**config.mk**
```make
export PLATFORM = sky130hd
export DESIGN_NAME = dlsu_ctrl
export DESIGN_NICKNAME = d
export VERILOG_FILES = /design/src/hdl/dlsu_pkg.sv /design/src/hdl/dlsu_ctrl.sv
export SDC_FILE = /design/constraint.sdc
export NUM_CORES = 1
export LEC_CHECK = 0
export BUFFER_PORTS_ARGS = -buffer_cell sky130_fd_sc_hd__buf_4
export CORE_AREA = 2 2 39 41
export CTS_CLUSTER_SIZE = 10
export DETAILED_ROUTE_END_ITERATION = 10
export DIE_AREA = 0 0 41 43
export PLACE_DENSITY = 0.44
export SYNTH_ARGS = -nofsm -noshare
export SYNTH_HDL_FRONTEND = slang
export SYNTH_SLANG_ARGS = --single-unit
```
**constraint.sdc**
```tcl
create_clock -name clk -period 2.2 [get_ports clk]
set_input_delay 0.11 -clock clk [delete_from_list [all_inputs] [get_ports clk]]
set_output_delay 0.11 -clock clk [all_outputs]
set_load 0.05 [all_outputs]
```
**src/hdl/dlsu_pkg.sv**
```systemverilog
// Shared types and constants for the delayed leaky synapse update block.
package dlsu_pkg;

	localparam int unsigned CFG_IDX_W  = 2;
	localparam int unsigned CFG_DATA_W = 32;

	localparam logic [CFG_IDX_W-1:0] REG_FIRE_THRESHOLD = 2'd0;
	localparam logic [CFG_IDX_W-1:0] REG_RECIP_TAU      = 2'd1;
	localparam logic [CFG_IDX_W-1:0] REG_EFFICACY       = 2'd2;
	localparam logic [CFG_IDX_W-1:0] REG_DELAY_STEPS    = 2'd3;

	localparam logic [31:0] FIRE_THRESHOLD_RST = 32'd0;
	localparam logic [16:0] RECIP_TAU_RST      = 17'd65536;
	localparam logic [24:0] EFFICACY_RST       = 25'd65536;
	localparam logic [6:0]  DELAY_STEPS_RST    = 7'd1;

	// sqrt(0.5) in unsigned Q0.16
	localparam logic [15:0] SQRT_HALF_Q16 = 16'd46341;

	localparam logic [31:0] SAT_MAX = 32'h7FFF_FFFF;
	localparam logic [31:0] SAT_MIN = 32'h8000_0000;

	typedef struct packed {
		logic signed [31:0] presyn_drive;
		logic signed [31:0] presyn_noise;
	} in_t;

	typedef struct packed {
		logic signed [31:0] delayed_current;
		logic signed [31:0] weighted_contribution;
		logic signed [31:0] current_now;
	} out_t;

	typedef enum logic [2:0] {
		ST_CLEAR,
		ST_IDLE,
		ST_MUL,
		ST_TERM,
		ST_TMUL,
		ST_SUM,
		ST_WB
	} state_t;

	typedef struct packed {
		logic clear_we;
		logic accept;
		logic ld_s2;
		logic ld_s3;
		logic ld_s4;
		logic ld_s5;
		logic commit;
	} cmd_t;

	typedef struct packed {
		logic clear_last;
	} sts_t;

endpackage

```
**src/hdl/dlsu_ctrl.sv**
```systemverilog
// Sequencer for one synapse step: ring clear, accept, arithmetic steps, write-back.
module dlsu_ctrl (
	input  logic             clk,
	input  logic             arst_n,
	input  logic             in_valid,
	output logic             in_ready,
	output logic             out_valid,
	input  logic             out_ready,
	input  dlsu_pkg::sts_t   sts,
	output dlsu_pkg::cmd_t   cmd,
	output dlsu_pkg::state_t state
);

	dlsu_pkg::state_t state_q;
	dlsu_pkg::state_t state_d;
	logic             out_valid_q;
	logic             out_free;

	assign out_free = !out_valid_q || out_ready;

	always_ff @(posedge clk or negedge arst_n) begin
		if (!arst_n) begin
			state_q <= dlsu_pkg::ST_CLEAR;
		end else begin
			state_q <= state_d;
		end
	end

	always_comb begin
		state_d = state_q;
		unique case (state_q)
			dlsu_pkg::ST_CLEAR: begin
				if (sts.clear_last) state_d = dlsu_pkg::ST_IDLE;
			end
			dlsu_pkg::ST_IDLE: begin
				if (in_valid) state_d = dlsu_pkg::ST_MUL;
			end
			dlsu_pkg::ST_MUL:  state_d = dlsu_pkg::ST_TERM;
			dlsu_pkg::ST_TERM: state_d = dlsu_pkg::ST_TMUL;
			dlsu_pkg::ST_TMUL: state_d = dlsu_pkg::ST_SUM;
			dlsu_pkg::ST_SUM:  state_d = dlsu_pkg::ST_WB;
			dlsu_pkg::ST_WB: begin
				if (out_free) state_d = dlsu_pkg::ST_IDLE;
			end
			default: state_d = dlsu_pkg::ST_CLEAR;
		endcase
	end

	always_comb begin
		cmd      = '0;
		in_ready = 1'b0;
		unique case (state_q)
			dlsu_pkg::ST_CLEAR: cmd.clear_we = 1'b1;
			dlsu_pkg::ST_IDLE: begin
				in_ready   = 1'b1;
				cmd.accept = in_valid;
			end
			dlsu_pkg::ST_MUL:  cmd.ld_s2 = 1'b1;
			dlsu_pkg::ST_TERM: cmd.ld_s3 = 1'b1;
			dlsu_pkg::ST_TMUL: cmd.ld_s4 = 1'b1;
			dlsu_pkg::ST_SUM:  cmd.ld_s5 = 1'b1;
			dlsu_pkg::ST_WB:   cmd.commit = out_free;
			default: cmd = '0;
		endcase
	end

	// result register: loaded on commit, emptied when taken
	always_ff @(posedge clk or negedge arst_n) begin
		if (!arst_n) begin
			out_valid_q <= 1'b0;
		end else if (cmd.commit) begin
			out_valid_q <= 1'b1;
		end else if (out_ready) begin
			out_valid_q <= 1'b0;
		end
	end

	assign out_valid = out_valid_q;
	assign state     = state_q;

endmodule

```
* Word-level counts from Yosys, hierarchy flattened
Cells that the tools add are included.
Storage, ports and cells: output and inout bits 12, register bits 4
Operators by class: mux-type cells 14, equal/unequal tests 9, reductions and logical operators 5
Operators with widths (count):
- case mux 3 bit (7 select lines) | 1
- two-way mux 1 bit | 10
- == test 3 bit (second input constant) | 3
- two-way mux 3 bit | 3
- == test 3 x 2 -> 1 bit (second input constant) | 2
- inequality test 2 bit (second input constant) | 3
- == test 3 x 1 -> 1 bit (second input constant) | 1
- logical NOT 3 bit | 1
- AND reduction 3 bit | 1
- nonzero test 2 bit | 1
- logical NOT 1 bit | 1
- logical OR 1 bit | 1

* Logic depth before layout (Yosys ltp)
word-level depth 4, gate-level depth with buffers 4, mapped depth without buffers 3

* Worst setup path after synthesis
OpenSTA, ideal clock, no wires.
kind flip-flop to output port, start register state_q[0] (netlist: state[0]), end output cmd[5] in the netlist's numbering, required time 2.090 ns, cell stages (with the launch flop) 4, data arrival time 2.060 ns, setup slack 0.030 ns, path buffers 1, cell sequence dfrtp_1 > buf_6 > nor3b_2 > and2_1
RTL lines:
- start: declaration | RTL line dlsu_ctrl.sv:14 | dlsu_pkg::state_t state_q;
- start signal: assignment | RTL line dlsu_ctrl.sv:23 | state_q <= dlsu_pkg::ST_CLEAR;
- start signal: assignment | RTL line dlsu_ctrl.sv:25 | state_q <= state_d;
- end: declaration | RTL line dlsu_ctrl.sv:10 | output dlsu_pkg::cmd_t cmd,

==> reports/qor.yml <==
run_status:
  outcome: "complete, no violations"
drt:
  number_of_search_and_repair_iterations_in_the_first_detailed_routing_pass: 3
  drt-vias-per-instance: 4.29
  maxUsedRoutingLayer: "met3"
  detail_route.wirelength_um: 640
  final_antenna_violating_net_count: 0
  routedWlPerCell_um: 10.3
  met3WireLength_um: 52
  vias: 266
  wirelength_met1_um: 300
  drt_iter0_markers: 8
  routed-wl-met2_um: 287
  drcViolationCount: 0
worst_setup_path:
  r2r_start: "state[2]$_DFFE_PN0P_"
  regToRegEndpoint: "state[2]$_DFFE_PN0P_"
  critical_path.cell_chain: "nor3b_2 -> and2_1 -> buf_4"
  crit_arrival_ns: 1.39
  crit_fanout: 12
  worst_path_max_delay_cell: "sky130_fd_sc_hd__dfrtp_1"
  worstSetupPathType: "flop to output port"
  worst-endpoint-required_ns: 2.09
  end_kind: "output port"
  worst_r2r_path_depth: 2
  worst-r2r-setup-slack_ns: 1.06
  critPathTopFamily: "flip-flops"
  slowest_delay_ns: 0.57
  worst_setup_path_start_kind: "flop"
  critical_path.startpoint: "state[0]$_DFFE_PN0P_"
  critical_path_buf_inv_count: 1
sta:
  setup_repair_after_global_routing_missed_its_margin: "no"
  hold_viol_final: 0
  max-slew-margin-rel_pct: 69.5
  timing_max_transition_violations_final: 0
  period_needed_ns: 1.50
  maxClockFrequency_ghz: 0.665
  fin_crit_share_pct: 68.3
  setup_tns_ns: 0
  worst_clock_skew_ns: 0.00459
  worst_pin_slew_ns: 0.458
  finalSetupViolCount: 0
clock_tree:
  post_cts_resized: 0
  cts.htree.levels: 1
  tritoncts_num_sinks: 4
  cts.root.buffer_cell: "sky130_fd_sc_hd__clkbuf_4"
  clock_insertion_delay_worst_skew_ns: 0.23
  cts-buffers-inserted: 3
  post-cts-setup-buffers: 0
  clk_pin_slew_ns: 0.03
  tritoncts: "yes"
  clock_path_buffers: 2
final_layout:
  final_core_utilization_pct: 31.0
  antenna_cells: 0
  post_route_cells_drive_above_1_share_pct: 50.0
  layout_fillers: 150
  flow.area_growth_from_synthesis_pct: 47.8
  nets_final: 53
yosys:
  most_instantiated_flip_flop_cell_in_the_synthesis_netlist: "sky130_fd_sc_hd__dfrtp_1"
  synth_edf_count: 0
  netlist.area_leader.share_pct: 34.5
  synth_area_sq_um: 290
  synthDominantAreaCellType: "sky130_fd_sc_hd__dfrtp_1"
  synth_seq_area_share_pct: 34.5
  async_reset_ff_share_pct: 100
  synthTopCellsByCount: "4 x sky130_fd_sc_hd__dfrtp_1, 3 x sky130_fd_sc_hd__buf_6, 3 x sky130_fd_sc_hd__nor2_1"
  synthesis.instances: 29
  most_numerous_cell_in_the_yosys_netlist: "sky130_fd_sc_hd__dfrtp_1"
  synth-seq-cells: 4
  syn_avg_cell_area_sq_um: 10.0
  syn-num-nets: 34
  post_synth_num_cell_types: 18
  synth_area_leaders: "sky130_fd_sc_hd__dfrtp_1 34%, sky130_fd_sc_hd__buf_6 12%, sky130_fd_sc_hd__o21ai_4 5.6%"
  yosysWarningCount: 0
floorplan:
  die_height_um: 43
  floorplan.io_pins: 17
  die-area_sq_um: 1760
  std_cell_rows: 14
  core_area_sq_um: 1380
  initial_core_utilization_pct: 21.0
  die-width_um: 41
min_path:
  worstHoldStart: "in_valid"
  hp-class: "primary input to flop"
  min_delay_path_depth: 4
  hold_end: "state[0]$_DFFE_PN0P_"
global_routing:
  largest_net_degree_at_the_start_of_global_routing: 14
  first_global_vias: 235
  globalRouteOverflowTotal: 0
  antenna_violations_before_repair: 0
  overall_fraction_of_global_route_tracks_in_use_pct: 9.16
  global_route_wire_length_before_repair_um: 1010
placed_design:
  globalplace.congestion: 0.754
  hpwlAfterDp_um: 491
  portBuffers: 16
job:
  max_cap_viol_count: 0
## worst max path at each step
stage / end / slack, ns / cells after the start
floorplan: cmd[5] / 0.03 / 3
CTS: cmd[5] / 0.69 / 3
finish: cmd[5] / 0.70 / 3
global route: cmd[5] / 0.59 / 3
detailed placement: cmd[5] / 0.95 / 3
global placement: cmd[5] / 0.99 / 3
## area by class of cell
type                       instances  area, sq um  area share [%]
multi-input combinational         22          156            36.4
tap                               16         20.0            4.66
timing repair buffer              17          130            30.3
clock buffer                       3         22.5            5.25
sequential                         4          100            23.3
## logic make-up after synthesis
kind of cell           after synthesis  synth area share [%]
AO/OA/AOI/OAI                        8                  24.1
buffers and inverters                3                  11.6
flip-flops                           4                  34.5
AND/OR/NAND/NOR                     14                  29.7
## cell usage in the layout, fill, tap and decap left out
master,n
sky130_fd_sc_hd__nand2_1,2
sky130_fd_sc_hd__nand3b_1,1
sky130_fd_sc_hd__o21bai_1,1
sky130_fd_sc_hd__and3b_2,1
sky130_fd_sc_hd__dfrtp_1,4
sky130_fd_sc_hd__nor3b_1,1
sky130_fd_sc_hd__o21ai_4,1
sky130_fd_sc_hd__buf_4,16
sky130_fd_sc_hd__nor2_1,3
sky130_fd_sc_hd__o41ai_2,1
sky130_fd_sc_hd__a21oi_1,2
sky130_fd_sc_hd__nor2b_1,1
sky130_fd_sc_hd__nor3_1,1
sky130_fd_sc_hd__a21o_1,2
sky130_fd_sc_hd__clkbuf_4,3
sky130_fd_sc_hd__nand2b_1,2
sky130_fd_sc_hd__nor3b_2,1
sky130_fd_sc_hd__and2_1,1
sky130_fd_sc_hd__dlygate4sd3_1,1
sky130_fd_sc_hd__o21ai_0,1
## sequential cells by signal, summed over array words and instances (netlist names)
register   count
out_valid      1
state          3
## what timing repair did
item	in CTS	in global routing
endpoints found under the setup margin	0	0
endpoints found under the hold margin	4	0
hold buffers	1	0
## per-layer routing
layer | GRT usage, % | up-vias
met5 | 0 | -
met4 | 2.00 | 0
met3 | 9.42 | 0
met2 | 11.6 | 9
met1 | 10.7 | 123
li1 | - | 134
## through the flow
stage,worst slack [ns],instance area (sq um),std cells,hold WS [ns]
after floorplan,0.0295,290,29,-0.186
after global placement,0.993,397,58,-0.0895
after detailed placement,0.945,397,58,-0.0908
after CTS,0.695,429,62,0.143
after global routing,0.590,429,62,0.139
final,0.696,429,62,0.148
## worst reg2reg max path, cell delays in order, from the launching register on
cell                      delay, ns
sky130_fd_sc_hd__dfrtp_1       0.61
sky130_fd_sc_hd__and3b_2       0.27
sky130_fd_sc_hd__a21o_1        0.15
Power is left out: the tool's default activity adds up to more than one toggle a clock period on the data nets, which glitch-free logic cannot reach.
